[config.mk]
export PLATFORM = sky130hd
export DESIGN_NAME = ptz_command_decoder
export DESIGN_NICKNAME = d
export VERILOG_FILES = /design/src/hdl/ptz_pkg.sv /design/src/hdl/ptz_command_decoder.sv
export SDC_FILE = /design/constraint.sdc
export NUM_CORES = 1
export LEC_CHECK = 0
export BUFFER_PORTS_ARGS = -buffer_cell sky130_fd_sc_hd__buf_2
export CORE_MARGIN = 5
export CORE_UTILIZATION = 53
export CTS_BUF_LIST = sky130_fd_sc_hd__clkbuf_4
export CTS_CLUSTER_DIAMETER = 30
export DETAILED_ROUTE_END_ITERATION = 10
export GPL_ROUTABILITY_DRIVEN = 1
export PLACE_DENSITY = 0.77
export SYNTH_ARGS = -nofsm -noshare
export SYNTH_HDL_FRONTEND = slang
export SYNTH_SLANG_ARGS = --single-unit
[constraint.sdc]
create_clock -name clk -period 5.2 [get_ports clk]
set_clock_uncertainty 0.1 [all_clocks]
set_input_delay 1.3 -clock clk [delete_from_list [all_inputs] [get_ports clk]]
set_output_delay 1.3 -clock clk [all_outputs]
set_load 0.02 [all_outputs]
[src/hdl/ptz_pkg.sv]
// ----------------------------------------------------------------------------
// ptz_pkg
// Shared codes for the PTZ command decoder: groups, command bytes, actions.
// ----------------------------------------------------------------------------
package ptz_pkg;

  // result groups
  localparam logic [2:0] GRP_MOTION = 3'd0;
  localparam logic [2:0] GRP_PRESET = 3'd1;
  localparam logic [2:0] GRP_CRUISE = 3'd2;
  localparam logic [2:0] GRP_SCAN   = 3'd3;
  localparam logic [2:0] GRP_RANGE  = 3'd4;

  // command byte codes
  localparam logic [7:0] CMD_STOP        = 8'h00;
  localparam logic [7:0] CMD_RIGHT       = 8'h01;
  localparam logic [7:0] CMD_LEFT        = 8'h02;
  localparam logic [7:0] CMD_DOWN        = 8'h04;
  localparam logic [7:0] CMD_DOWN_RIGHT  = 8'h05;
  localparam logic [7:0] CMD_DOWN_LEFT   = 8'h06;
  localparam logic [7:0] CMD_UP          = 8'h08;
  localparam logic [7:0] CMD_UP_RIGHT    = 8'h09;
  localparam logic [7:0] CMD_UP_LEFT     = 8'h0A;
  localparam logic [7:0] CMD_ZOOM_IN     = 8'h10;
  localparam logic [7:0] CMD_ZOOM_OUT    = 8'h20;
  localparam logic [7:0] CMD_IRIS_STOP   = 8'h40;
  localparam logic [7:0] CMD_FOCUS_FAR   = 8'h41;
  localparam logic [7:0] CMD_FOCUS_NEAR  = 8'h42;
  localparam logic [7:0] CMD_IRIS_OPEN   = 8'h44;
  localparam logic [7:0] CMD_IRIS_CLOSE  = 8'h48;
  localparam logic [7:0] CMD_FAR_CLOSE   = 8'h49;
  localparam logic [7:0] CMD_MOTION_END  = 8'h4A;
  localparam logic [7:0] CMD_PRESET_SET  = 8'h81;
  localparam logic [7:0] CMD_PRESET_CLR  = 8'h83;
  localparam logic [7:0] CMD_CRUISE_ADD  = 8'h84;
  localparam logic [7:0] CMD_CRUISE_DEL  = 8'h85;
  localparam logic [7:0] CMD_CRUISE_SPD  = 8'h86;
  localparam logic [7:0] CMD_CRUISE_DWL  = 8'h87;
  localparam logic [7:0] CMD_CRUISE_RUN  = 8'h88;
  localparam logic [7:0] CMD_SCAN_FIRST  = 8'h89;
  localparam logic [7:0] CMD_SCAN_LAST   = 8'h8A;

  // motion action codes
  localparam logic [3:0] ACT_PAN_RIGHT  = 4'd0;
  localparam logic [3:0] ACT_PAN_LEFT   = 4'd1;
  localparam logic [3:0] ACT_TILT_DOWN  = 4'd2;
  localparam logic [3:0] ACT_TILT_UP    = 4'd3;
  localparam logic [3:0] ACT_DOWN_RIGHT = 4'd4;
  localparam logic [3:0] ACT_DOWN_LEFT  = 4'd5;
  localparam logic [3:0] ACT_UP_RIGHT   = 4'd6;
  localparam logic [3:0] ACT_UP_LEFT    = 4'd7;
  localparam logic [3:0] ACT_ZOOM_IN    = 4'd8;
  localparam logic [3:0] ACT_ZOOM_OUT   = 4'd9;
  localparam logic [3:0] ACT_IRIS_CLOSE = 4'd10;
  localparam logic [3:0] ACT_IRIS_OPEN  = 4'd11;
  localparam logic [3:0] ACT_FOCUS_NEAR = 4'd12;
  localparam logic [3:0] ACT_FOCUS_FAR  = 4'd13;

  // full scale of the 12-bit cruise value field
  localparam logic [11:0] CRUISE_FULL = 12'd4095;

  // speed clamp to one through seven
  function automatic logic [2:0] clamp_speed(input logic [7:0] raw);
    logic [2:0] s;
    if (raw > 8'd7) begin
      s = 3'd7;
    end else if (raw == 8'd0) begin
      s = 3'd1;
    end else begin
      s = raw[2:0];
    end
    return s;
  endfunction

endpackage

[src/hdl/ptz_command_decoder.sv]
// ----------------------------------------------------------------------------
// ptz_command_decoder
// Decodes one PTZ control command into group, action and parameter fields.
// ----------------------------------------------------------------------------
// Usage:
//   A command beat is taken at a rising edge with start high and busy low.
//   busy is always low, so a command may be offered in every cycle.
//   The command and its three parameter bytes are captured in an input
//   register; the decode (including the cruise speed/dwell scaling by
//   40/4095 or 255/4095, done as shift-add or shift-subtract and one compare-increment) sits
//   between that register and the result register.
//   done is registered from the input-stage valid flag, beside the result
//   register that takes the decode; done is held for exactly one cycle.
//   Throughput: one command per cycle, set by the single decode stage.
//   Every command gives exactly one result beat. The receiver cannot stall
//   and must take each result in the cycle that done is high.
//   Reset (rst, synchronous) clears the two stage valid flags, so no result
//   beat is produced until a new command is accepted.
// ----------------------------------------------------------------------------
module ptz_command_decoder (
  input  logic       clk,
  input  logic       rst,
  input  logic       start,
  output logic       busy,
  input  logic [7:0] command_byte,
  input  logic [7:0] horizontal_byte,
  input  logic [7:0] vertical_byte,
  input  logic [7:0] zoom_byte,
  output logic       done,
  output logic [2:0] group,
  output logic [3:0] action_code,
  output logic       stop_flag,
  output logic [2:0] speed,
  output logic [7:0] preset_index,
  output logic [7:0] cruise_route,
  output logic [7:0] cruise_point,
  output logic [7:0] cruise_value,
  output logic       known_code
);

  logic       in_valid;
  logic [7:0] cmd;
  logic [7:0] hor;
  logic [7:0] ver;
  logic [7:0] zm;

  logic [2:0] group_next;
  logic [3:0] action_next;
  logic       stop_next;
  logic [2:0] speed_next;
  logic [7:0] preset_next;
  logic [7:0] route_next;
  logic [7:0] point_next;
  logic [7:0] value_next;
  logic       known_next;

  logic [7:0]  raw;
  logic [11:0] v12;
  logic [19:0] prod;
  logic [7:0]  quot_lo;
  logic [12:0] rem;
  logic [7:0]  quot;
  logic [7:0]  scaled;

  assign busy = 1'b0;

  // input register
  always_ff @(posedge clk) begin
    if (rst) begin
      in_valid <= 1'b0;
    end else begin
      in_valid <= start;
    end
  end

  always_ff @(posedge clk) begin
    if (start) begin
      cmd <= command_byte;
      hor <= horizontal_byte;
      ver <= vertical_byte;
      zm  <= zoom_byte;
    end
  end

  // cruise value scaling: v12 * k / 4095 with k 40 or 255
  assign v12 = {zm[7:4], ver};

  always_comb begin
    if (cmd == ptz_pkg::CMD_CRUISE_SPD) begin
      prod = ({8'd0, v12} << 5) + ({8'd0, v12} << 3);
    end else begin
      prod = ({8'd0, v12} << 8) - {8'd0, v12};
    end
  end

  // x = q*4096 + lo = q*4095 + (lo + q), remainder stays below twice 4095
  assign quot_lo = prod[19:12];
  assign rem     = {1'b0, prod[11:0]} + {5'd0, quot_lo};
  assign quot    = (rem >= {1'b0, ptz_pkg::CRUISE_FULL}) ? quot_lo + 8'd1 : quot_lo;
  assign scaled  = (quot == 8'd0) ? 8'd1 : quot;

  // command decode
  always_comb begin
    group_next  = ptz_pkg::GRP_RANGE;
    action_next = ptz_pkg::ACT_PAN_RIGHT;
    stop_next   = 1'b0;
    speed_next  = 3'd1;
    preset_next = 8'd0;
    route_next  = 8'd0;
    point_next  = 8'd0;
    value_next  = 8'd0;
    known_next  = 1'b0;
    raw         = 8'd0;

    if (cmd < ptz_pkg::CMD_MOTION_END) begin
      group_next = ptz_pkg::GRP_MOTION;
      known_next = 1'b1;
      unique case (cmd) inside
        ptz_pkg::CMD_STOP: begin
          stop_next = 1'b1;
        end
        ptz_pkg::CMD_RIGHT: begin
          action_next = ptz_pkg::ACT_PAN_RIGHT;
          raw         = hor;
        end
        ptz_pkg::CMD_LEFT: begin
          action_next = ptz_pkg::ACT_PAN_LEFT;
          raw         = hor;
        end
        ptz_pkg::CMD_DOWN: begin
          action_next = ptz_pkg::ACT_TILT_DOWN;
          raw         = ver;
        end
        ptz_pkg::CMD_UP: begin
          action_next = ptz_pkg::ACT_TILT_UP;
          raw         = ver;
        end
        ptz_pkg::CMD_DOWN_RIGHT: begin
          action_next = ptz_pkg::ACT_DOWN_RIGHT;
          raw         = hor;
        end
        ptz_pkg::CMD_DOWN_LEFT: begin
          action_next = ptz_pkg::ACT_DOWN_LEFT;
          raw         = hor;
        end
        ptz_pkg::CMD_UP_RIGHT: begin
          action_next = ptz_pkg::ACT_UP_RIGHT;
          raw         = hor;
        end
        ptz_pkg::CMD_UP_LEFT: begin
          action_next = ptz_pkg::ACT_UP_LEFT;
          raw         = hor;
        end
        ptz_pkg::CMD_ZOOM_IN: begin
          action_next = ptz_pkg::ACT_ZOOM_IN;
          raw         = {4'd0, zm[7:4]};
        end
        ptz_pkg::CMD_ZOOM_OUT: begin
          action_next = ptz_pkg::ACT_ZOOM_OUT;
          raw         = {4'd0, zm[7:4]};
        end
        ptz_pkg::CMD_IRIS_CLOSE: begin
          action_next = ptz_pkg::ACT_IRIS_CLOSE;
          raw         = ver;
        end
        ptz_pkg::CMD_IRIS_OPEN: begin
          action_next = ptz_pkg::ACT_IRIS_OPEN;
          raw         = ver;
        end
        // iris stop reads as iris open at the slowest speed
        ptz_pkg::CMD_IRIS_STOP: begin
          action_next = ptz_pkg::ACT_IRIS_OPEN;
        end
        ptz_pkg::CMD_FOCUS_NEAR: begin
          action_next = ptz_pkg::ACT_FOCUS_NEAR;
          raw         = hor;
        end
        // focus far with iris close is taken as plain focus far
        ptz_pkg::CMD_FOCUS_FAR, ptz_pkg::CMD_FAR_CLOSE: begin
          action_next = ptz_pkg::ACT_FOCUS_FAR;
          raw         = hor;
        end
        default: begin
          known_next = 1'b0;
        end
      endcase
      speed_next = ptz_pkg::clamp_speed(raw);
    end else if (cmd >= ptz_pkg::CMD_PRESET_SET && cmd <= ptz_pkg::CMD_PRESET_CLR) begin
      group_next  = ptz_pkg::GRP_PRESET;
      known_next  = 1'b1;
      action_next = 4'(cmd - ptz_pkg::CMD_PRESET_SET);
      preset_next = ver;
    end else if (cmd >= ptz_pkg::CMD_CRUISE_ADD && cmd <= ptz_pkg::CMD_CRUISE_RUN) begin
      group_next  = ptz_pkg::GRP_CRUISE;
      known_next  = 1'b1;
      action_next = 4'(cmd - ptz_pkg::CMD_CRUISE_ADD);
      route_next  = hor;
      if (cmd == ptz_pkg::CMD_CRUISE_ADD || cmd == ptz_pkg::CMD_CRUISE_DEL) begin
        point_next = ver;
        value_next = ver;
      end else if (cmd == ptz_pkg::CMD_CRUISE_SPD || cmd == ptz_pkg::CMD_CRUISE_DWL) begin
        value_next = scaled;
      end
    end else if (cmd == ptz_pkg::CMD_SCAN_FIRST || cmd == ptz_pkg::CMD_SCAN_LAST) begin
      group_next = ptz_pkg::GRP_SCAN;
      known_next = 1'b1;
    end
  end

  // result register
  always_ff @(posedge clk) begin
    if (rst) begin
      done <= 1'b0;
    end else begin
      done <= in_valid;
    end
  end

  always_ff @(posedge clk) begin
    if (in_valid) begin
      group        <= group_next;
      action_code  <= action_next;
      stop_flag    <= stop_next;
      speed        <= speed_next;
      preset_index <= preset_next;
      cruise_route <= route_next;
      cruise_point <= point_next;
      cruise_value <= value_next;
      known_code   <= known_next;
    end
  end

endmodule

## Word level (Yosys, flattened, before mapping)

Cells that the tools add are included.
Widths: inputs -> output; s select.

- $add $sub $neg: 6
- Multiply operators: 0
- Div/mod/pow operators: 0
- Order comparisons: 7
- Equality and inequality tests: 22
- Shift-type cells: 0
- Mux-type cells: 22
- Bitwise logic cells: 4
- Reduce and logical (&&, ||, !) cells: 20

Operators by type and width:

| operator | count |
|---|---|
| $pmux 4 s13 | 1 |
| $eq 8x7->1 const B | 6 |
| $eq 8x8->1 const B | 6 |
| $mux 8 | 5 |
| $eq 8x3->1 const B | 3 |
| $eq 8x4->1 const B | 3 |
| $logic_not 8->1 | 3 |
| $pmux 8 s3 | 1 |
| $mux 20 | 1 |
| $sub 20x12->20 | 1 |
| $add 17x15->18 | 1 |
| $reduce_or 17->1 | 1 |
| $ge 8x8->1 const B | 2 |
| $le 8x8->1 const B | 2 |
| $add 12x8->13 | 1 |
| $ge 13x12->1 const B | 1 |
| $mux 4 | 3 |
| $reduce_or 2->1 | 5 |
| $mux 3 | 3 |
| $reduce_or 3->1 | 3 |
| $reduce_or 9->1 | 1 |
| $add 8x1->8 const B | 1 |
| $eq 8x1->1 const B | 1 |
| $eq 8x2->1 const B | 1 |
| other kinds (12) | 25 |

- Flip-flop bits (word level): 78
- Latch bits: 0
- Memory bits (writable): 0
- Memory bits (read-only): 0
- Bits of input ports: 35
- Logic and storage cells: 99
- Memories kept: 0

## Logic depth before layout (Yosys ltp)

Gate-level depths: netlist of run 1.

- Depth after elaboration: 9
- Mapped depth: 23
- Mapped depth without buffers: 22

## Worst setup path before layout of run 1

OpenSTA, ideal clock, no wires.

- Kind: register -> register
- Start: register ver[1]
- End: register cruise_value[0], data pin
- Library setup time: 0.259 ns
- Arrival time: 4.883 ns
- Data required time: 4.841 ns
- Path slack: -0.041 ns
- Stages on the path, launching flop included: 23
- Period minus slack after synthesis: 5.241 ns
- Path through: edfxtp_1 -> inv_1 -> ha_1 -> or3b_2 -> clkbuf_1 -> nor3_1 -> nor2_1 -> xor2_1 -> nand2_1 -> o21ai_0 -> ha_1 -> fa_1 -> xor2_1 -> nand3_1 -> a2111oi_0 -> o2111ai_1 -> nor4_1 -> o2111ai_1 -> o31ai_4 -> nand2_1 -> nor2_2 -> mux2i_1 -> o21ai_1

- Word-level cells in the longest chain between the ends: 9
- Elaborated cells on any way between the ends: 11

Ends and longest elaborated chain:

| item | RTL line | RTL |
|---|---|---|
| start: declaration | ptz_command_decoder.sv:44 | `logic [7:0] ver;` |
| start signal: assignment | ptz_command_decoder.sv:80 | `ver <= vertical_byte;` |
| $sub 20x12->20 / $add 17x15->18 (equally long branches) | ptz_command_decoder.sv:92, ptz_command_decoder.sv:90 |  |
| $mux 20 (*) | ptz_command_decoder.sv:89 | `if (cmd == ptz_pkg::CMD_CRUISE_SPD) begin` |
| $add 12x8->13 | ptz_command_decoder.sv:98 | `assign rem = {1'b0, prod[11:0]} + {5'd0, quot_lo};` |
| $ge 13x12->1 | ptz_command_decoder.sv:99 | `assign quot = (rem >= {1'b0, ptz_pkg::CRUISE_FULL}) ? quot_lo + 8'd1 : quot_lo;` |
| $mux 8 (*) | ptz_command_decoder.sv:99 |  |
| $logic_not 8->1 | ptz_command_decoder.sv:100 | `assign scaled = (quot == 8'd0) ? 8'd1 : quot;` |
| $mux 8 (*) | ptz_command_decoder.sv:100 |  |
| $mux 8 (*) | ptz_command_decoder.sv:201 | `end else if (cmd == ptz_pkg::CMD_CRUISE_SPD \|\| cmd == ptz_pkg::CMD_CRUISE_DWL) begin` |
| $mux 8 (*) | ptz_command_decoder.sv:198 | `if (cmd == ptz_pkg::CMD_CRUISE_ADD \|\| cmd == ptz_pkg::CMD_CRUISE_DEL) begin` |
| end signal: assignment | ptz_command_decoder.sv:228 | `cruise_value <= value_next;` |
| end: declaration | ptz_command_decoder.sv:37 | `output logic [7:0] cruise_value,` |

Mark *: on every way between the ends. The rest lies on a longest branch, timed or not.
A chain may end at the register's enable or synchronous reset.

## Worst setup path in the final report of run 1

Same ends and word-level chain as after synthesis.

==> results of run 1 <==
layout make-up:
cell class / instances / area (um^2) / share of cell area, %
clock buffer: 12 / 90.1 / 1.37
clock inverter: 4 / 20.0 / 0.305
inverter: 20 / 75.1 / 1.14
multi-input combinational: 387 / 2960 / 45.2
sequential: 74 / 2200 / 33.6
tap: 129 / 161 / 2.46
timing repair buffer: 162 / 1040 / 15.9
timing repair:
action                                  4_1_cts  5_1_grt
gates cloned                                  0        0
resized for setup                            27       30
hold buffers                                  0        0
buffers inserted                              5        8
endpoints found under the setup margin        8        8
pin swaps                                    12       29
power by group through the flow:
stage / Sequential [mW] / Clock (mW) / Combinational, mW
6_report: 0.727 / 0.303 / 0.673
5_1_grt: 0.732 / 0.332 / 0.730
4_1_cts: 0.727 / 0.304 / 0.611
3_5_place_dp: 0.741 / 0 / 0.570
3_3_place_gp: 0.739 / 0 / 0.557
2_1_floorplan: 0.764 / 0 / 0.335
worst max-delay path, cell delays in order (launching register included):
cell,delay [ps]
edfxtp_1,500
buf_6,170
ha_4,210
buf_4,150
nand4_1,120
nor4_2,80
or3_4,410
or3_4,340
xnor2_1,120
nand2_1,80
o21ai_2,80
ha_4,290
o21ai_2,50
o21bai_1,160
a21oi_2,90
buf_4,140
or4_4,420
a21boi_2,150
o2111ai_2,160
o31ai_4,310
buf_6,160
mux2i_2,210
nor4_2,60
o221ai_1,200
o21ai_1,90
cell usage after synthesis (7+ instances only):
library cell | number | area [um^2]
clkbuf_1 | 13 | 48.8
and2_1 | 11 | 68.8
o21ai_0 | 14 | 70.1
nor4_1 | 11 | 68.8
nand3_1 | 10 | 50.1
edfxtp_1 | 72 | 2160
nand2_1 | 36 | 135
nor2_1 | 40 | 150
o21bai_1 | 13 | 97.6
and3_1 | 14 | 87.6
xor2_1 | 15 | 131
xnor2_1 | 23 | 201
ha_1 | 33 | 413
inv_1 | 19 | 71.3
nor3_1 | 19 | 95.1
a21oi_1 | 30 | 150
a21o_1 | 10 | 75.1
or2_2 | 7 | 43.8
state kept, by name (all words and copies together) (netlist names):
name	flops
action_code	4
cmd	8
cruise_point	8
cruise_route	8
cruise_value	8
done	1
group	3
hor	8
in_valid	1
known_code	1
preset_index	8
speed	3
stop_flag	1
ver	8
zm	4
layer usage:
| metal | part of all wire (%) | vias up | global-route usage [%] | wire length (um) |
|---|---|---|---|---|
| met4 | 2.1 | 0 | 6.85 | 274 |
| met5 | 0 | - | 0 | 0 |
| met2 | 49 | 174 | 37.7 | 6510 |
| li1 | - | 2197 | - | - |
| met1 | 43 | 2097 | 29.9 | 5670 |
| met3 | 6.1 | 28 | 4.38 | 815 |
logic make-up after synthesis:
family | Yosys count | share of synthesized area, %
AND/OR/NAND/NOR | 183 | 19.1
AO/OA/AOI/OAI | 122 | 16.8
flip-flops | 74 | 43.5
XOR/XNOR | 39 | 7.01
buffers and inverters | 39 | 3.19
adder cells (fa/ha/maj) | 35 | 8.94
multiplexers | 7 | 1.43
other | 1 | 0.0740
metrics by stage:
| step | cells | cell area (um^2) |
|---|---|---|
| CTS | 780 | 6350 |
| global route | 788 | 6560 |
| detailed placement | 759 | 6080 |
| floorplan | 500 | 5070 |
| global placement | 759 | 6080 |
| finish | 788 | 6560 |
worst max path at each step:
stage / startpoint / end / slack, ps / cells after the start
6_report: ver[1] / cruise_value[0] / 100 / 24
3_5_place_dp: ver[1] / cruise_value[0] / -260 / 23
5_1_grt: ver[2] / cruise_value[0] / -210 / 23
2_1_floorplan: ver[0] / cruise_value[0] / 20 / 22
3_3_place_gp: ver[2] / cruise_value[0] / -120 / 24
4_1_cts: ver[1] / cruise_value[0] / -7 / 22
==> impl_metrics.toml, run 1 <==
[pwr]
p_sw_mw = 0.583
p_int_mw = 1.12
p_clk_share_pct = 17.8
p_total_mw = 1.70
ir_drop_uv = 221
switching_share_pct = 34.2
pwr-share-seq_pct = 42.7
leakagePower_nw = 2.62
pwr_density_cell_nw_per_um2 = 260
combPwrFrac_pct = 39.5

[yosys]
synth-seq-cells = 74
synth-main-ff-cell = "edfxtp_1"
netlist_instances = 500
async_flop_share_pct = 0
ys_warn_count = 0
synth.distinct_cells = 74
synth_area_per_cell_um2 = 10.1
syn_nets = 570
ys_seq_area_share_pct = 43.5
synth_edf_count = 72
syn_area_um2 = 5070

[finish]
final_cell_mix = "buf_4 (83), buf_2 (75), edfxtp_1 (72), nor2_1 (40), nand2_1 (36)"
utilization_pct = 70.6
diodes = 0
final_common_cell = "buf_4"
fill_cells = 740
fin_nets = 724
syn_to_final_growth_pct = 29.4
drive_gt1_share_pct = 37.2

[global_route]
grt_antenna_before_repair = 0
first_global_vias = 4424
overflow = 0
grt_pass1_wl_um = 21100
grt.total_usage_pct = 22.6
grt_max_degree = 46

[worst_setup_path]
cp.required_ps = 5260
cp-end-kind = "register"
worstPathMaxFanout = 6
r2r_end = "cruise_value[0]"
reg2reg_depth = 24
path_class = "reg2reg"
start_kind = "register"
rr_startpoint = "ver[1]"
arrival_ps = 5160
r2r_slack_ps = 100

[drt]
wl_per_cell_um = 16.8
drt-initial-drc-count = 285
via_per_inst = 5.71
vias = 4496
wirelength_um = 13300
dr.pass1.iters = 5
drc = 0
drtAntennaViolNets = 0

[timing]
layout_setup_ws_ps = 102
relSlewSlack_pct = 34.4
setup_violations = 0
period_minus_slack_ps = 5100
hold_violations = 0
tns_ps = 0
min_period_over_period_pct = 98.0
slew_viol_final = 0
fmax_mhz = 196
max_slew.worst_pin.slew_ps = 984
hold_slack_ps = 485
rsz0062_at_grt = "true"

[placement]
port_buffers = 75
post-place-ws_ps = -256
hpwl_um = 10100
gp_congestion = 0.945

[cts]
htree_levels = 3
cts.sinks = 74
clock_path_buffers = 2
clk_latency_ps = 410
cts_root_buf = "clkbuf_4"
cts-buffers-inserted = 9
path_clk_slew_ps = 110
cts_tree = "done"

[worst_hold_path]
min_from = "hor[7]"
min_path_type = "reg2reg"
holdPathStages = 1
min_to = "cruise_route[7]"

[floorplanning]
row_count = 35
chipWidth_um = 108
core_area_um2 = 9280
num_io_pins = 81
die-area_um2 = 11600
start_util_pct = 54.6
fp.dieH_um = 108

[run]
maxCapViolCount = 0

[outcome]
outcome = "complete, no violations"
Note: power is estimated with default switching activity, not from simulation.
==> run 2, diff against run 1 <==
- BUFFER_PORTS_ARGS: -buffer_cell sky130_fd_sc_hd__buf_2 -> unset
- CORE_UTILIZATION: 53 -> 60
- DONT_BUFFER_PORTS: unset -> 1
- PLACE_DENSITY: 0.77 -> 0.78
- RECOVER_POWER: unset -> 50
==> run 2 against run 1 <==
  * Clock-buffer cell count shrank 3
  * First-iteration DRC count grew 75%
  * Critical path type unchanged
  * Sequential power grew 4.7%
  * Register-to-register slack lost 97 ps
  * Cell count shrank 13%
  * Largest power group unchanged
  * Non-clock buffer count shrank 76
  * Cell area shrank 5.9%
  * Critical path depth shrank 3
  * Routed wire length grew 6.5%
  * Via count grew 0.20%
  * Worst setup slack lost 97 ps
  * Global-route usage grew 4.0 points
  * The run now ends with max-capacitance violations, max-slew violations left
==> impl_metrics.toml, run 2 (synthesis results as in run 1) <==
[global_route]
first_global_vias = 4285
grt_antenna_before_repair = 0
overflow = 0
grt_pass1_wl_um = 21600
grt_max_degree = 46
grt.total_usage_pct = 26.7

[drt]
dr.pass1.iters = 5
vias = 4505
route.met3.wl_um = 1320
top_layer = "met4"
drtAntennaViolNets = 0
wl_per_cell_um = 20.6
via_per_inst = 6.55
drc = 0
wl_met2_um = 6720
wl_met1_um = 5700
wirelength_um = 14100
drt-initial-drc-count = 498

[finish]
drive_gt1_share_pct = 27.6
fin_nets = 648
multi_input_area_um2 = 2940
seqCellArea_um2 = 2200
fill_cells = 516
syn_to_final_growth_pct = 21.8
stdcell_area_um2 = 6170
layoutNonFillerInstCount = 688
diodes = 0
utilization_pct = 75.1
final_common_cell = "buf_4"
final_cell_mix = "buf_4 (83), edfxtp_1 (72), nor2_1 (40), nand2_1 (35), ha_1 (25)"

[placement]
placed_cell_area_um2 = 5610
post-place-ws_ps = -195
dp.cells = 652
gp_congestion = 1.00
port_buffers = 0
hpwl_um = 10000

[worst_setup_path]
cp.required_ps = 5290
cp-end-kind = "register"
arrival_ps = 5290
crit_top_cell = "buf_4"
worstPathCellList = "buf_4 > ha_4 > a211oi_4 > o21bai_2 > buf_4 > buf_4 > nor4_2 > xnor2_1 > nor2_1 > ha_1 > a21o_1 > a2111oi_4 > o2111ai_1 > nor4_1 > o2111ai_1 > o31ai_4 > buf_6 > and3_4 > nand4_1 > xor2_1 > o21bai_1"
reg2reg_depth = 21
path_class = "reg2reg"
worstPathMaxFanout = 8
crit_slowest_cell = "edfxtp_1"
start_kind = "register"
cpPeakStageDelay_ps = 500

[pwr]
ir_drop_uv = 208
leakagePower_nw = 2.37
pwr_density_cell_nw_per_um2 = 295
p_total_mw = 1.82

[run]
maxCapViolCount = 1

[timing]
layout_setup_ws_ps = 5.68
relSlewSlack_pct = -28.1
min_period_over_period_pct = 99.9
tns_ps = 0
max_slew.worst_pin.slew_ps = 1920
hold_violations = 0
rsz0062_at_grt = "true"
period_minus_slack_ps = 5190
slew_viol_final = 46
fmax_mhz = 193
setup_violations = 0
hold_slack_ps = 487

[cts]
cts.sinks = 74
path_clk_slew_ps = 140
clock_path_buffers = 2
cts_root_buf = "clkbuf_4"
cts_tree = "done"
clk_latency_ps = 460
htree_levels = 3
cts.hold.buffers_added = 0
cts-buffers-inserted = 9

[floorplanning]
die-area_um2 = 10400
chipWidth_um = 102
fp.dieH_um = 102
num_io_pins = 81
row_count = 33
start_util_pct = 61.7
core_area_um2 = 8220

[worst_hold_path]
min_path_type = "reg2reg"
holdPathStages = 1

[outcome]
violations = "max-capacitance violations, max-slew violations"
outcome = "complete, but fails checks"
run 2: area by class of cell:
| type | count | share of cell area, % |
|---|---|---|
| flip-flops and latches | 74 | 35.7 |
| inverters | 20 | 1.22 |
| multi-input cells | 387 | 47.6 |
| repair buffers | 86 | 10.6 |
| clock inverters | 7 | 1.64 |
| well taps | 105 | 2.13 |
| clock buffers | 9 | 1.09 |
run 2: path summary, 6_finish.rpt:
path                from               to  slack, ps
hold / removal    hor[7]  cruise_route[7]        490
hold reg to reg   hor[7]  cruise_route[7]        490
setup / recovery  ver[1]  cruise_value[7]          6
setup reg to reg  ver[1]  cruise_value[7]          6
run 2: repair_timing:
item                                    CTS  global route
pin swaps                                32            24
endpoints found under the setup margin    7             8
resized for setup                        31            20
setup buffers                            12             9
run 2: critical path: cells and delay by family, from the launching register on:
| kind | cells | cell delay (ps) |
|---|---|---|
| xor+xnor | 2 | 380 |
| compound gates | 8 | 1680 |
| simple gates | 5 | 1110 |
| buf+inv | 4 | 650 |
| fa+ha+maj | 2 | 550 |
| flops | 1 | 500 |
run 2: where the power goes:
part	switching (mW)	leakage (nW)	internal [mW]
Combinational	0.338	1.62	0.286
Sequential	0.0602	0.658	0.700
Clock	0.233	0.0901	0.200
Total	0.632	2.37	1.19
run 2: layer usage:
| metal | track usage [%] | vias up |
|---|---|---|
| li1 | - | 2041 |
| met1 | 36.6 | 2117 |
| met2 | 42.4 | 302 |
| met3 | 5.73 | 45 |
| met4 | 9.08 | 0 |
| met5 | 0 | - |
